### src/hw/rtl/olls_pkg.sv
`default_nettype none

package olls_pkg;

    localparam int NUM_REGISTERS_DEF = 128;

    localparam int CMD_W  = 1;
    localparam int RANK_W = 7;
    localparam int IDX_W  = 7;
    localparam int OFF_W  = 6;
    localparam int BASE_W = 8;
    localparam int CNT_W  = 8;

    localparam logic [CMD_W-1:0] CMD_INSERT = 1'b0;
    localparam logic [CMD_W-1:0] CMD_CLEAR  = 1'b1;

    localparam logic [BASE_W-1:0] OFFSET_LIMIT = 8'd63;
    localparam logic [BASE_W-1:0] BASE_MAX     = 8'd255;

    localparam logic [CNT_W-1:0] REGS_IN_USE_RESET = 8'd128;

endpackage

`default_nettype wire

### src/hw/rtl/olls_req_if.sv
`default_nettype none

interface olls_req_if;
    logic                          valid;
    logic                          ready;
    logic [olls_pkg::CMD_W-1:0]    command;
    logic [olls_pkg::RANK_W-1:0]   rank;
    logic [olls_pkg::IDX_W-1:0]    register_index;

    modport source (output valid, output command, output rank, output register_index,
                    input ready);
    modport sink   (input valid, input command, input rank, input register_index,
                    output ready);
endinterface

`default_nettype wire

### src/hw/rtl/olls_rsp_if.sv
`default_nettype none

interface olls_rsp_if;
    logic                          valid;
    logic                          ready;
    logic [olls_pkg::BASE_W-1:0]   base_offset;
    logic                          register_written;
    logic [olls_pkg::CNT_W-1:0]    zero_registers;

    modport source (output valid, output base_offset, output register_written,
                    output zero_registers, input ready);
    modport sink   (input valid, input base_offset, input register_written,
                    input zero_registers, output ready);
endinterface

`default_nettype wire

### src/hw/rtl/olls_ram.sv
`default_nettype none

module olls_ram #(
    parameter int WIDTH = 8,
    parameter int DEPTH = 128
) (
    input  wire logic                     i_clk,
    input  wire logic                     i_we,
    input  wire logic [$clog2(DEPTH)-1:0] i_waddr,
    input  wire logic [WIDTH-1:0]         i_wdata,
    input  wire logic [$clog2(DEPTH)-1:0] i_raddr,
    output logic      [WIDTH-1:0]         o_rdata
);

    logic [WIDTH-1:0] r_mem [DEPTH];

    always_ff @(posedge i_clk) begin
        if (i_we) begin
            r_mem[i_waddr] <= i_wdata;
        end
        o_rdata <= r_mem[i_raddr];
    end

endmodule

`default_nettype wire

### src/hw/rtl/offset_loglog_sketch_update.sv
// insert: result registered out of S_UPDATE or a rebase; next request taken only in S_IDLE
// rebase: each pass walks the registers in use through the store, decrementing nonzero entries
// clear command: sweeps n store entries, then gives a result
// the single-port-write store is the limit: one entry read and one written per cycle
// reset (sync, active low) and a config write start a clearing sweep of n entries, no requests taken
`default_nettype none

module offset_loglog_sketch_update #(
    parameter int NUM_REGISTERS = olls_pkg::NUM_REGISTERS_DEF
) (
    input  wire logic                       i_clk,
    input  wire logic                       i_rst_n,
    olls_req_if.sink                        i_req,
    olls_rsp_if.source                      o_rsp,
    input  wire logic                       i_cfg_we,
    input  wire logic [olls_pkg::CNT_W-1:0] i_cfg_wdata
);

    localparam int AW    = $clog2(NUM_REGISTERS);
    localparam int NMAX  = (NUM_REGISTERS > 255) ? 255 : NUM_REGISTERS;
    localparam logic [olls_pkg::CNT_W-1:0] NMAX8 = olls_pkg::CNT_W'(NMAX);

    localparam logic [1:0] S_CLEAR  = 2'd0;
    localparam logic [1:0] S_IDLE   = 2'd1;
    localparam logic [1:0] S_UPDATE = 2'd2;
    localparam logic [1:0] S_REBASE = 2'd3;

    function automatic logic [olls_pkg::CNT_W-1:0] f_clamp(input logic [olls_pkg::CNT_W-1:0] v);
        logic [olls_pkg::CNT_W-1:0] res;
        res = v;
        if (v == '0) begin
            res = 8'd1;
        end else if (v > NMAX8) begin
            res = NMAX8;
        end
        return res;
    endfunction

    logic [1:0]                    r_state, n_state;
    logic [olls_pkg::CNT_W-1:0]    r_cfg, n_cfg;
    logic [olls_pkg::CNT_W-1:0]    r_cnt, n_cnt;
    logic                          r_pend, n_pend;
    logic [AW-1:0]                 r_pend_addr, n_pend_addr;
    logic [olls_pkg::BASE_W-1:0]   r_base, n_base;
    logic [olls_pkg::CNT_W-1:0]    r_zero, n_zero;
    logic                          r_clr_out, n_clr_out;
    logic                          r_out_valid, n_out_valid;
    logic [olls_pkg::BASE_W-1:0]   r_out_base, n_out_base;
    logic                          r_out_written, n_out_written;
    logic [olls_pkg::CNT_W-1:0]    r_out_zero, n_out_zero;
    logic [olls_pkg::RANK_W-1:0]   r_rank, n_rank;
    logic [olls_pkg::IDX_W-1:0]    r_idx, n_idx;
    logic                          r_written, n_written;

    logic [olls_pkg::CNT_W-1:0]    w_n;
    logic                          w_in_ready;
    logic                          w_in_acc;
    logic [AW+olls_pkg::CNT_W-1:0] w_cnt_ext;
    logic [AW+olls_pkg::IDX_W-1:0] w_idx_ext;
    logic [AW+olls_pkg::IDX_W-1:0] w_in_idx_ext;
    logic [AW-1:0]                 w_cnt_addr;
    logic [AW-1:0]                 w_idx_addr;
    logic [AW-1:0]                 w_in_idx_addr;
    logic                          w_we;
    logic [AW-1:0]                 w_waddr;
    logic [olls_pkg::OFF_W-1:0]    w_wdata;
    logic [AW-1:0]                 w_raddr;
    logic [olls_pkg::OFF_W-1:0]    w_rdata;
    logic [olls_pkg::BASE_W-1:0]   w_off;
    logic                          w_do_write;
    logic [olls_pkg::CNT_W-1:0]    w_zero_upd;
    logic [olls_pkg::OFF_W-1:0]    w_dec;

    assign w_n           = f_clamp(r_cfg);
    assign w_in_ready    = (r_state == S_IDLE) && (!r_out_valid || o_rsp.ready);
    assign w_in_acc      = i_req.valid && w_in_ready;
    assign w_cnt_ext     = {{AW{1'b0}}, r_cnt};
    assign w_idx_ext     = {{AW{1'b0}}, r_idx};
    assign w_in_idx_ext  = {{AW{1'b0}}, i_req.register_index};
    assign w_cnt_addr    = w_cnt_ext[AW-1:0];
    assign w_idx_addr    = w_idx_ext[AW-1:0];
    assign w_in_idx_addr = w_in_idx_ext[AW-1:0];
    assign w_raddr       = (r_state == S_REBASE) ? w_cnt_addr : w_in_idx_addr;

    // insert evaluation on the entry read back
    assign w_off      = {1'b0, r_rank} - r_base;
    assign w_do_write = ({1'b0, r_idx} < w_n) && ({1'b0, r_rank} > r_base)
                        && (w_off > {2'b00, w_rdata}) && (w_off < olls_pkg::OFFSET_LIMIT);
    assign w_zero_upd = (w_do_write && (w_rdata == '0) && (r_zero != '0)) ? r_zero - 8'd1
                                                                         : r_zero;
    assign w_dec      = (w_rdata == '0) ? w_rdata : w_rdata - 6'd1;

    olls_ram #(
        .WIDTH (olls_pkg::OFF_W),
        .DEPTH (NUM_REGISTERS)
    ) u_store (
        .i_clk   (i_clk),
        .i_we    (w_we),
        .i_waddr (w_waddr),
        .i_wdata (w_wdata),
        .i_raddr (w_raddr),
        .o_rdata (w_rdata)
    );

    always_comb begin
        n_state       = r_state;
        n_cfg         = r_cfg;
        n_cnt         = r_cnt;
        n_pend        = r_pend;
        n_pend_addr   = r_pend_addr;
        n_base        = r_base;
        n_zero        = r_zero;
        n_clr_out     = r_clr_out;
        n_out_valid   = r_out_valid && !o_rsp.ready;
        n_out_base    = r_out_base;
        n_out_written = r_out_written;
        n_out_zero    = r_out_zero;
        n_rank        = r_rank;
        n_idx         = r_idx;
        n_written     = r_written;
        w_we          = 1'b0;
        w_waddr       = w_cnt_addr;
        w_wdata       = '0;

        unique case (r_state)
            S_CLEAR: begin
                w_we    = 1'b1;
                w_waddr = w_cnt_addr;
                w_wdata = '0;
                if (r_cnt == w_n - 8'd1) begin
                    n_state = S_IDLE;
                    if (r_clr_out) begin
                        n_out_valid   = 1'b1;
                        n_out_base    = '0;
                        n_out_written = 1'b0;
                        n_out_zero    = w_n;
                    end
                end else begin
                    n_cnt = r_cnt + 8'd1;
                end
            end
            S_IDLE: begin
                if (w_in_acc) begin
                    n_rank = i_req.rank;
                    n_idx  = i_req.register_index;
                    if (i_req.command == olls_pkg::CMD_CLEAR) begin
                        n_state   = S_CLEAR;
                        n_cnt     = '0;
                        n_base    = '0;
                        n_zero    = w_n;
                        n_clr_out = 1'b1;
                    end else begin
                        n_state = S_UPDATE;
                    end
                end
            end
            S_UPDATE: begin
                w_we      = w_do_write;
                w_waddr   = w_idx_addr;
                w_wdata   = w_off[olls_pkg::OFF_W-1:0];
                n_zero    = w_zero_upd;
                n_written = w_do_write;
                if ((w_zero_upd == '0) && (r_base != olls_pkg::BASE_MAX)) begin
                    n_state = S_REBASE;
                    n_base  = r_base + 8'd1;
                    n_cnt   = '0;
                    n_pend  = 1'b0;
                end else begin
                    n_state       = S_IDLE;
                    n_out_valid   = 1'b1;
                    n_out_base    = r_base;
                    n_out_written = w_do_write;
                    n_out_zero    = w_zero_upd;
                end
            end
            S_REBASE: begin
                // write back the entry read last cycle, read the next one
                if (r_pend) begin
                    w_we    = 1'b1;
                    w_waddr = r_pend_addr;
                    w_wdata = w_dec;
                    if (w_dec == '0) begin
                        n_zero = r_zero + 8'd1;
                    end
                end
                if (r_cnt < w_n) begin
                    n_pend      = 1'b1;
                    n_pend_addr = w_cnt_addr;
                    n_cnt       = r_cnt + 8'd1;
                end else begin
                    n_pend = 1'b0;
                end
                if (!r_pend && (r_cnt == w_n)) begin
                    if ((r_zero == '0) && (r_base != olls_pkg::BASE_MAX)) begin
                        n_base = r_base + 8'd1;
                        n_cnt  = '0;
                    end else begin
                        n_state       = S_IDLE;
                        n_out_valid   = 1'b1;
                        n_out_base    = r_base;
                        n_out_written = r_written;
                        n_out_zero    = r_zero;
                    end
                end
            end
            default: begin
                n_state = S_CLEAR;
            end
        endcase

        if (i_cfg_we) begin
            n_cfg     = i_cfg_wdata;
            n_state   = S_CLEAR;
            n_cnt     = '0;
            n_base    = '0;
            n_zero    = f_clamp(i_cfg_wdata);
            n_clr_out = 1'b0;
            n_pend    = 1'b0;
        end
    end

    always_ff @(posedge i_clk) begin
        if (!i_rst_n) begin
            r_state     <= S_CLEAR;
            r_cfg       <= olls_pkg::REGS_IN_USE_RESET;
            r_cnt       <= '0;
            r_pend      <= 1'b0;
            r_base      <= '0;
            r_zero      <= f_clamp(olls_pkg::REGS_IN_USE_RESET);
            r_clr_out   <= 1'b0;
            r_out_valid <= 1'b0;
        end else begin
            r_state     <= n_state;
            r_cfg       <= n_cfg;
            r_cnt       <= n_cnt;
            r_pend      <= n_pend;
            r_base      <= n_base;
            r_zero      <= n_zero;
            r_clr_out   <= n_clr_out;
            r_out_valid <= n_out_valid;
        end
    end

    always_ff @(posedge i_clk) begin
        r_pend_addr   <= n_pend_addr;
        r_out_base    <= n_out_base;
        r_out_written <= n_out_written;
        r_out_zero    <= n_out_zero;
        r_rank        <= n_rank;
        r_idx         <= n_idx;
        r_written     <= n_written;
    end

    assign i_req.ready            = w_in_ready;
    assign o_rsp.valid            = r_out_valid;
    assign o_rsp.base_offset      = r_out_base;
    assign o_rsp.register_written = r_out_written;
    assign o_rsp.zero_registers   = r_out_zero;

endmodule

`default_nettype wire

### src/flat_wrapper.sv
// flat-port wrapper written by rule: the top's interface ports become plain ports
module offset_loglog_sketch_update_flat 
#(
    parameter int NUM_REGISTERS = olls_pkg::NUM_REGISTERS_DEF
)
  (i_clk, i_rst_n, i_cfg_we, i_cfg_wdata, i_req_valid, i_req_command, i_req_rank, i_req_register_index, i_req_ready, o_rsp_valid, o_rsp_base_offset, o_rsp_register_written, o_rsp_zero_registers, o_rsp_ready);
  olls_req_if i_req_i ();
  olls_rsp_if o_rsp_i ();
  input  wire logic i_clk;
  input  wire logic i_rst_n;
  input  wire logic i_cfg_we;
  input  wire logic [olls_pkg::CNT_W-1:0] i_cfg_wdata;
  input wire logic [$bits(i_req_i.valid)-1:0] i_req_valid;
  input wire logic [$bits(i_req_i.command)-1:0] i_req_command;
  input wire logic [$bits(i_req_i.rank)-1:0] i_req_rank;
  input wire logic [$bits(i_req_i.register_index)-1:0] i_req_register_index;
  output wire logic [$bits(i_req_i.ready)-1:0] i_req_ready;
  output wire logic [$bits(o_rsp_i.valid)-1:0] o_rsp_valid;
  output wire logic [$bits(o_rsp_i.base_offset)-1:0] o_rsp_base_offset;
  output wire logic [$bits(o_rsp_i.register_written)-1:0] o_rsp_register_written;
  output wire logic [$bits(o_rsp_i.zero_registers)-1:0] o_rsp_zero_registers;
  input wire logic [$bits(o_rsp_i.ready)-1:0] o_rsp_ready;
  assign i_req_i.valid = i_req_valid;
  assign i_req_i.command = i_req_command;
  assign i_req_i.rank = i_req_rank;
  assign i_req_i.register_index = i_req_register_index;
  assign i_req_ready = i_req_i.ready;
  assign o_rsp_valid = o_rsp_i.valid;
  assign o_rsp_base_offset = o_rsp_i.base_offset;
  assign o_rsp_register_written = o_rsp_i.register_written;
  assign o_rsp_zero_registers = o_rsp_i.zero_registers;
  assign o_rsp_i.ready = o_rsp_ready;
  offset_loglog_sketch_update #(.NUM_REGISTERS(NUM_REGISTERS)) u_core (.i_clk(i_clk), .i_rst_n(i_rst_n), .i_req(i_req_i), .o_rsp(o_rsp_i), .i_cfg_we(i_cfg_we), .i_cfg_wdata(i_cfg_wdata));
endmodule
### config.mk
export PLATFORM = sky130hd
export DESIGN_NAME = offset_loglog_sketch_update_flat
export DESIGN_NICKNAME = d
export VERILOG_FILES = /design/src/hw/rtl/olls_pkg.sv /design/src/hw/rtl/olls_req_if.sv /design/src/hw/rtl/olls_rsp_if.sv /design/src/hw/rtl/olls_ram.sv /design/src/hw/rtl/offset_loglog_sketch_update.sv /design/src/flat_wrapper.sv
export SDC_FILE = /design/constraint.sdc
export NUM_CORES = 1
export LEC_CHECK = 0
export ABC_AREA = 1
export BUFFER_PORTS_ARGS = -buffer_cell sky130_fd_sc_hd__clkbuf_2
export CORE_MARGIN = 2
export CORE_UTILIZATION = 57
export DETAILED_ROUTE_END_ITERATION = 8
export PLACE_DENSITY = 0.73
export SLEW_MARGIN = 20
export SYNTH_ARGS = -nofsm -noshare
export SYNTH_HDL_FRONTEND = slang
export SYNTH_SLANG_ARGS = --single-unit
### constraint.sdc
create_clock -name i_clk -period 7.05 [get_ports i_clk]
set_input_delay 1.0575 -clock i_clk [delete_from_list [all_inputs] [get_ports i_clk]]
set_output_delay 1.0575 -clock i_clk [all_outputs]
set_load 0.02 [all_outputs]
==> results of run 1 <==
-- stage by stage --
step	area, um^2	setup WS, ps
3_5_place_dp	37200	1950
6_report	40100	1810
5_1_grt	40100	1530
3_3_place_gp	37200	2040
4_1_cts	40100	1960
2_1_floorplan	36200	1440
-- cell families after synthesis --
kind of cell | Yosys count | share of synthesized area
AO/OA/AOI/OAI | 886 | 0.137
XOR/XNOR | 17 | 0.00411
AND/OR/NAND/NOR | 1047 | 0.115
buffers and inverters | 330 | 0.0362
flip-flops | 850 | 0.693
adder cells (fa/ha/maj) | 41 | 0.0144
-- final cells by class --
type | instances | area (um^2)
clock buffer | 102 | 2290
clock inverter | 54 | 646
fill | 4747 | 22900
inverter | 140 | 536
multi-input combinational | 1991 | 9910
sequential | 850 | 25100
tap | 846 | 1060
timing repair buffer | 83 | 558
-- power by group through the flow --
stage               Sequential [mW]  Combinational [mW]  Clock (mW)
floorplan                      5.57               0.318           0
global placement               5.58               0.457           0
detailed placement             5.58               0.465           0
CTS                            5.48               0.467        4.75
global route                   5.47               0.524        4.96
finish                         5.48               0.479        4.72
-- cells in the final DEF (no fill, tap or decap), types with 5 or more instances in the layout --
| cell type | Yosys | layout |
|---|---|---|
| a21oi_1 | 56 | 56 |
| a31oi_1 | 11 | 11 |
| and3_1 | 7 | 7 |
| buf_4 | 1 | 33 |
| bufinv_16 | 0 | 14 |
| clkbuf_1 | 159 | 12 |
| clkbuf_16 | 0 | 89 |
| clkbuf_2 | 0 | 46 |
| clkinv_1 | 2 | 12 |
| clkinv_2 | 0 | 22 |
| dfxtp_1 | 43 | 43 |
| edfxtp_1 | 807 | 807 |
| ha_1 | 40 | 40 |
| inv_1 | 136 | 134 |
| nand2_1 | 223 | 221 |
| nand3_1 | 61 | 61 |
| nand4_1 | 10 | 10 |
| nor2_1 | 704 | 703 |
| nor3_1 | 18 | 18 |
| o211ai_1 | 31 | 31 |
| o21ai_0 | 525 | 523 |
| o221ai_1 | 29 | 29 |
| o22ai_1 | 219 | 214 |
| o22ai_4 | 0 | 5 |
| xor2_1 | 17 | 17 |
-- registers in the layout (all words and copies together) (netlist names), 2 cells and up --
register	flops
u_core.r_cnt	8
u_core.r_state	2
u_core.r_idx	7
u_core.o_rsp.base_offset	8
u_core.u_store.o_rdata	6
u_core.r_zero	8
u_core.r_rank	7
u_core.r_pend_addr	7
u_core.o_rsp.zero_registers	8
u_core.u_store.r_mem	768
u_core.r_cfg	8
u_core.r_base	8
-- worst reg2reg max path: stages (launching register included) --
cell      delay (ps)
edfxtp_1         320
inv_1             40
ha_1             210
fa_1             390
inv_1             80
nand3_1           90
nand2_1          110
nand2_1           50
nand2_1          130
inv_1             60
ha_1             260
nand2_1           90
nor2_1            50
nand2_1           50
nand3_1           60
nor2_1           100
nand2_1           70
clkinv_1          70
nand4_1          110
nor2_2           160
nand2_1          130
a31oi_4          390
nand4_1          870
buf_4            550
nor2_1           430
-- how the worst min path moves through the flow --
stage / to / slack [ps] / cells past startpoint
2_1_floorplan: u_core.r_clr_out / 430 / 2
3_3_place_gp: u_core.r_clr_out / 440 / 2
3_5_place_dp: u_core.r_clr_out / 470 / 2
4_1_cts: u_core.r_clr_out / 480 / 2
5_1_grt: u_core.r_clr_out / 510 / 2
6_report: u_core.r_clr_out / 480 / 2
-- metal layers --
| metal | global-route usage | up-vias | share of wire |
|---|---|---|---|
| met1 | 0.373 | 12300 | 0.39 |
| met3 | 0.0520 | 262 | 0.10 |
| li1 | - | 11500 | - |
| met5 | 0 | - | 0 |
| met2 | 0.451 | 1442 | 0.47 |
| met4 | 0.121 | 0 | 0.041 |
==> metrics.md, run 1 <==
| Metric | Value |
|---|---|
| Status | `completed` |
| Max-slew headroom | `0.160` |
| R2R Path Start | `u_core.r_rank[0]` |
| CTS Buffer Depth | `3` |
| Leakage | `11.6 nW` |
| Unrepaired setup endpoints after global routing | `false` |
| Reg2Reg Depth | `24` |
| Avg WL per Cell | `22.7 um` |
| Die height | `256 um` |
| Peak VDD IR | `around 0.25 mV` |
| Mapped Cells | `3,171` |
| Synth top area share | `0.669` |
| Drt drc | `0` |
| Clock group share of total power | `0.442` |
| DR pass1 iterations | `7` |
| Clk root buf | `clkbuf_16` |
| First-pass GRT wire length | `~140 mm` |
| Synth area leader | `edfxtp_1` |
| Max incr delay on CP | `870 ps` |
| Hold_buf cts | `0` |
| Via Count | `25,400` |
| Worst hold slack | `484 ps` |
| Max Cap Viol | `0` |
| Overall Power | `10.7 mW` |
| DP HPWL | `55.0 mm` |
| CP arrival | `5520 ps` |
| Crit Path Class | `flip-flop to flip-flop` |
| Total setup buffers inserted after CTS | `0` |
| TritonCTS clock tree | `done` |
| Synth warnings | `0` |
| Switching share of power | `0.211` |
| Row cnt | `92` |
| GPL Wtd Cong | `~0.93` |
| Synth area leaders | `edfxtp_1 (67%), nor2_1 (7.3%), o21ai_0 (7.3%)` |
| Dpl cells | `3,910` |
| Die Width | `between 200 and 300 um` |
| CP startpoint | `u_core.r_rank[0]` |
| Asr flop ratio synth | `0` |
| Initial Util | `0.575` |
| Top cells by count, synth | `edfxtp_1 (807), nor2_1 (704), o21ai_0 (525)` |
| Post-Route WL | `92.5 mm` |
| Final min period | `5240 ps` |
| Cell mode on critical path | `nand2_1` |
| Largest net degree at the start of global routing | `just under 200` |
| Share of cells above drive strength 1 | `0.0783` |
| Syn Nets | `3,240` |
| Final cell count without fillers | `4,066` |
| Fin. Hold Viols | `0` |
| Worst Setup EP | `u_core.u_store.r_mem[126][1]` |
| Post-synth top flop | `edfxtp_1` |
| Number of port buffers | `46` |
| Core area | `63,000 um^2` |
| Layout area overhead | `10.7%` |
| Mapped Avg Cell Area | `11.4 um^2` |
| Vias in the first global route | `24,700` |
| Min-delay src | `u_core.r_clr_out` |
| GRT Total Usage | `0.279` |
| Antenna-violating nets left | `0` |
| Fin. max-slew vios | `0` |
| # setup viols final | `0` |
| Area of the die | `65,600 um^2` |
| Worst skew pair latency | `640 ps` |
| CP Depth | `24` |
| R2R Path End | `u_core.u_store.r_mem[126][1]` |
| Reg2Reg Setup Slack | `about 1800 ps` |
| Worst EP required | `between 7000 and 8000 ps` |
| Count leader, synth | `edfxtp_1` |
| Post_cts resized | `0` |
| Clk slew on worst S/H paths | `60 ps` |
| Startpoint type of the worst setup path | `flip-flop` |
| P_sw | `2.26 mW` |
| Setup TNS | `0 ps` |
| Library cells used by synthesis | `51` |
| Comb pwr share | `0.045` |
| Antenna violations before repair | `0` |
| Int Pwr | `8.42 mW` |
| GRT overflow | `0` |
| Vias per Instance | `6.25` |
| Bufs and invs on worst path | `5` |
| N_diodes | `0` |
| Initial drt markers | `3,366` |
| H-tree levels | `3` |
| Post-layout util | `0.637` |
| Worst slew pin tran | `about 1300 ps` |
| Top cell family by delay on the critical path | `simple AND/OR/NAND/NOR gates` |
| # IOs | `between 40 and 50` |
| Layout Skew | `~22 ps` |
| Worst setup EP type | `flip-flop` |
| Fin nets | `3,221` |
| Final period util | `0.743` |
| Mapped Area | `around 36,000 um^2` |
| Pwr per Cell Area | `266 nW/um^2` |
| Sequential area share after synthesis | `0.693` |
| Clock sink count | `850` |
| Crit-path max FO | `10` |
| #FFs+latches synth | `850` |
| EDFF count, synth | `807` |
| TritonCTS Buffers | `86` |
| Max Clk Rate | `191 MHz` |
| Worst min path class | `flip-flop to flip-flop` |
| Worst-path cell chain | `inv_1, ha_1, fa_1, inv_1, nand3_1, nand2_1, nand2_1, nand2_1, inv_1, ha_1, nand2_1, nor2_1, nand2_1, nand3_1, nor2_1, nand2_1, clkinv_1, nand4_1, nor2_2, nand2_1, a31oi_4, nand4_1, buf_4, nor2_1` |
| Seq pwr share | `0.513` |
| CP max stage cell | `nand4_1` |
Note: power is estimated with default switching activity, not from simulation.
==> inputs of run 2 (changes only) <==
Settings changed: ABC_AREA 1 to 0, CORE_UTILIZATION 57 to 63, PLACE_DENSITY 0.73 to 0.77.
Clock period 7.05 ns to 4.9 ns, I/O delays scaled along.
==> metrics.md, run 2 <==
| Metric | Value |
|---|---|
| Status | `completed (unchanged)` |
| GRT overflow | `0 (unchanged)` |
| Reg2Reg Depth | `15 (was 24)` |
| Worst hold slack | `284 ps (was 484 ps)` |
| H-tree levels | `3 (unchanged)` |
| Largest net degree at the start of global routing | `129 (was 193)` |
| Area of the die | `58,000 um^2 (was 65,600 um^2)` |
| Unrepaired setup endpoints after global routing | `true (was false)` |
| Synth area leaders | `edfxtp_1 (69%), mux4_2 (12%), dfxtp_1 (2.4%) (was edfxtp_1 (67%), nor2_1 (7.3%), o21ai_0 (7.3%))` |
| Peak VDD IR | `0.331 mV (was 0.255 mV)` |
| Die Width | `241 um (was 256 um)` |
| Clk slew on worst S/H paths | `60 ps (about the same)` |
| Final min period | `4710 ps (was 5240 ps)` |
| Clk root buf | `clkbuf_16 (unchanged)` |
| GPL Wtd Cong | `0.918 (was 0.925)` |
| Clock sink count | `850 (unchanged)` |
| Fin nets | `2,187 (was 3,221)` |
| Max-slew headroom | `0.291 (was 0.160)` |
| Post-route setup slack | `193 ps (was 1810 ps)` |
| CTS Buffer Depth | `3 (unchanged)` |
| Leakage | `10.7 nW (was 11.6 nW)` |
| Fin. Hold Viols | `0 (unchanged)` |
| Worst skew pair latency | `620 ps (was 640 ps)` |
| Die height | `241 um (was 256 um)` |
| N_diodes | `0 (unchanged)` |
| Vias per Instance | `6.89 (was 6.25)` |
| P_sw | `3.03 mW (was 2.26 mW)` |
| Worst setup EP type | `flip-flop (unchanged)` |
| TritonCTS clock tree | `done (unchanged)` |
| Reg area | `25,100 um^2 (unchanged)` |
| Post-Route WL | `82.8 mm (was 92.5 mm)` |
| #FFs+latches synth | `850 (unchanged)` |
| Switching share of power | `0.207 (was 0.211)` |
| Max incr delay on CP | `500 ps (was 870 ps)` |
| R2R Path End | `u_core.u_store.r_mem[81][1] (was u_core.u_store.r_mem[126][1])` |
| Mapped Avg Cell Area | `17.4 um^2 (was 11.4 um^2)` |
| Int Pwr | `11.6 mW (was 8.42 mW)` |
| Startpoint type of the worst setup path | `flip-flop (unchanged)` |
| Reg2Reg Setup Slack | `190 ps (was 1810 ps)` |
| Clock group share of total power | `0.425 (was 0.442)` |
| Min-delay src | `i_req_rank[5] (was u_core.r_clr_out)` |
| Most frequent cells in the layout | `edfxtp_1 (807), mux4_2 (192), nor2_1 (140), nand2_1 (96), clkbuf_16 (84) (was edfxtp_1 (807), nor2_1 (703), o21ai_0 (523), nand2_1 (221), o22ai_1 (214))` |
| Fillcell total | `3,336 (was 4,747)` |
| Library cells used by synthesis | `74 (was 51)` |
| Crit-path max FO | `10 (unchanged)` |
| Via Count | `20,200 (was 25,400)` |
| Max reg flops | `768 (unchanged)` |
| Core area | `55,300 um^2 (was 63,000 um^2)` |
| Worst-path cell chain | `ha_1, fa_1, nor2b_1, o22ai_1, xnor2_1, ha_1, o21a_1, o22ai_1, a311o_1, nor4_4, nand3_1, o311ai_4, nand4_1, buf_4, nor2_1 (was inv_1, ha_1, fa_1, inv_1, nand3_1, nand2_1, nand2_1, nand2_1, inv_1, ha_1, nand2_1, nor2_1, nand2_1, nand3_1, nor2_1, nand2_1, clkinv_1, nand4_1, nor2_2, nand2_1, a31oi_4, nand4_1, buf_4, nor2_1)` |
| Most common cell after layout, fill and taps aside | `edfxtp_1 (unchanged)` |
| Fin. max-slew vios | `0 (unchanged)` |
| Top reg by flops | `u_core.u_store.r_mem (unchanged)` |
| CP max stage cell | `o311ai_4 (was nand4_1)` |
| DP HPWL | `49.7 mm (was 55.0 mm)` |
| Multi-input logic area | `9850 um^2 (was 9910 um^2)` |
| Dpl cell area | `36,800 um^2 (was 37,200 um^2)` |
| Hold path cells | `1 (was 2)` |
| Worst min path class | `primary input to flip-flop (was flip-flop to flip-flop)` |
| Total setup buffers inserted after CTS | `0 (unchanged)` |
| Drt drc | `0 (unchanged)` |
| Dpl cells | `2,781 (was 3,910)` |
| Count leader, synth | `edfxtp_1 (unchanged)` |
| # setup viols final | `0 (unchanged)` |
| Layout Skew | `19.7 ps (was 22.0 ps)` |
| Vias in the first global route | `19,600 (was 24,700)` |
| Share of cells above drive strength 1 | `0.228 (was 0.0783)` |
| First-pass GRT wire length | `125 mm (was 142 mm)` |
| TritonCTS Buffers | `83 (was 86)` |
| Mapped Area | `35,400 um^2 (was 36,200 um^2)` |
| GRT Total Usage | `0.293 (was 0.279)` |
| EDFF count, synth | `807 (unchanged)` |
| Crit Path Class | `flip-flop to flip-flop (unchanged)` |
| Max Clk Rate | `212 MHz (was 191 MHz)` |
| Fin area | `39,500 um^2 (was 40,100 um^2)` |
| Post-Place Setup Slack | `270 ps (was 1950 ps)` |
| Worst slew pin tran | `1060 ps (was 1260 ps)` |
| Antenna-violating nets left | `0 (unchanged)` |
| Syn Nets | `2,100 (was 3,240)` |
| Comb pwr share | `0.036 (was 0.045)` |
| Synth top area share | `0.685 (was 0.669)` |
| Initial drt markers | `2,746 (was 3,366)` |
| Row cnt | `86 (was 92)` |
| # IOs | `47 (unchanged)` |
| Overall Power | `14.6 mW (was 10.7 mW)` |
| Mapped Cells | `2,031 (was 3,171)` |
| Synth area leader | `edfxtp_1 (unchanged)` |
| DR pass1 iterations | `7 (unchanged)` |
| Max Cap Viol | `0 (unchanged)` |
| Worst Hold Path EP | `u_core.r_rank[5] (was u_core.r_clr_out)` |
| Final period util | `0.961 (was 0.743)` |
| Initial Util | `0.639 (was 0.575)` |
| Seq pwr share | `0.539 (was 0.513)` |
| Layout area overhead | `11.7% (was 10.7%)` |
| Asr flop ratio synth | `0 (unchanged)` |
| Post-synth top flop | `edfxtp_1 (unchanged)` |
| Setup TNS | `0 ps (unchanged)` |
| Worst EP required | `5150 ps (was 7330 ps)` |
| Sequential area share after synthesis | `0.710 (was 0.693)` |
| Synth warnings | `0 (unchanged)` |
| R2R Path Start | `u_core.r_base[0] (was u_core.r_rank[0])` |
| CP arrival | `4960 ps (was 5520 ps)` |
| Post-layout util | `0.714 (was 0.637)` |
| Final cell count without fillers | `2,933 (was 4,066)` |
| Number of port buffers | `46 (unchanged)` |
| Top cells by count, synth | `edfxtp_1 (807), mux4_2 (192), nor2_1 (181) (was edfxtp_1 (807), nor2_1 (704), o21ai_0 (525))` |
| Pwr per Cell Area | `370 nW/um^2 (was 266 nW/um^2)` |
| Avg WL per Cell | `28.2 um (was 22.7 um)` |
| Antenna violations before repair | `0 (unchanged)` |
==> run 2: changes by cell type in the layout (fill, tap and decap cells not counted), sizes merged, moves of 27 or more <==
| cell | change |
|---|---|
| mux4 | +192 |
| buf | +31 |
| nand2 | -132 |
| inv | -99 |
| nor2 | -527 |
| a22oi | +65 |
| o21ai | -483 |
| o22ai | -215 |
| nand3 | -38 |
| o221ai | -27 |
==> run 2: power by group through the flow <==
| stage | clock [mW] | combinational, mW | sequential (mW) |
|---|---|---|---|
| 6_report | 6.22 | 0.533 | 7.89 |
| 3_5_place_dp | 0 | 0.514 | 8.04 |
| 2_1_floorplan | 0 | 0.364 | 8.02 |
| 4_1_cts | 6.28 | 0.522 | 7.89 |
| 5_1_grt | 6.55 | 0.565 | 7.89 |
| 3_3_place_gp | 0 | 0.504 | 8.04 |
==> run 2: worst max path at each step <==
stage,startpoint,endpoint
6_report,u_core.r_base[0],u_core.u_store.r_mem[81][1]
3_5_place_dp,u_core.r_base[0],u_core.u_store.r_mem[0][1]
5_1_grt,u_core.r_base[0],u_core.u_store.r_mem[57][0]
2_1_floorplan,u_core.r_state[1],u_core.u_store.r_mem[0][2]
4_1_cts,u_core.r_base[0],u_core.u_store.r_mem[66][2]
3_3_place_gp,u_core.r_base[0],u_core.u_store.r_mem[66][0]
==> run 2: final cells by class <==
type | instances | share of cell area
clock buffers | 106 | 0.0553
clock inverters | 46 | 0.0114
inverters | 38 | 0.00361
multi-input cells | 1031 | 0.249
flip-flops and latches | 850 | 0.635
well taps | 748 | 0.0237
repair buffers | 114 | 0.0216
==> run 2: critical path, delay by kind of cell, from the launching register on <==
| kind | cells | cell delay (ps) |
|---|---|---|
| buf+inv | 1 | 270 |
| simple gates | 5 | 1330 |
| fa+ha+maj | 3 | 980 |
| xor+xnor | 1 | 190 |
| flops | 1 | 370 |
| compound gates | 5 | 1190 |
==> run 2: timing repair <==
action,CTS,global route
hold endpoints to repair,0,0
setup endpoints to repair,0,273
hold buffers,0,0
resized for setup,0,39
==> run 2: routing by layer <==
| metal | GRT usage | vias to the layer above | routed length [um] |
|---|---|---|---|
| li1 | - | 8438 | - |
| met1 | 0.418 | 10200 | 31500 |
| met2 | 0.459 | 1352 | 40200 |
| met3 | 0.0591 | 188 | 8480 |
| met4 | 0.106 | 0 | 2630 |
| met5 | 0 | - | 0 |
==> run 2: cell families after synthesis <==
| family | synth area share |
|---|---|
| AOI/OAI and AO/OA | 0.0631 |
| xor gates and xnor gates | 0.00520 |
| adders and majority gates | 0.0147 |
| buffers and inverters | 0.0179 |
| DFF | 0.710 |
| muxes | 0.129 |
| and+or+nand+nor | 0.0605 |
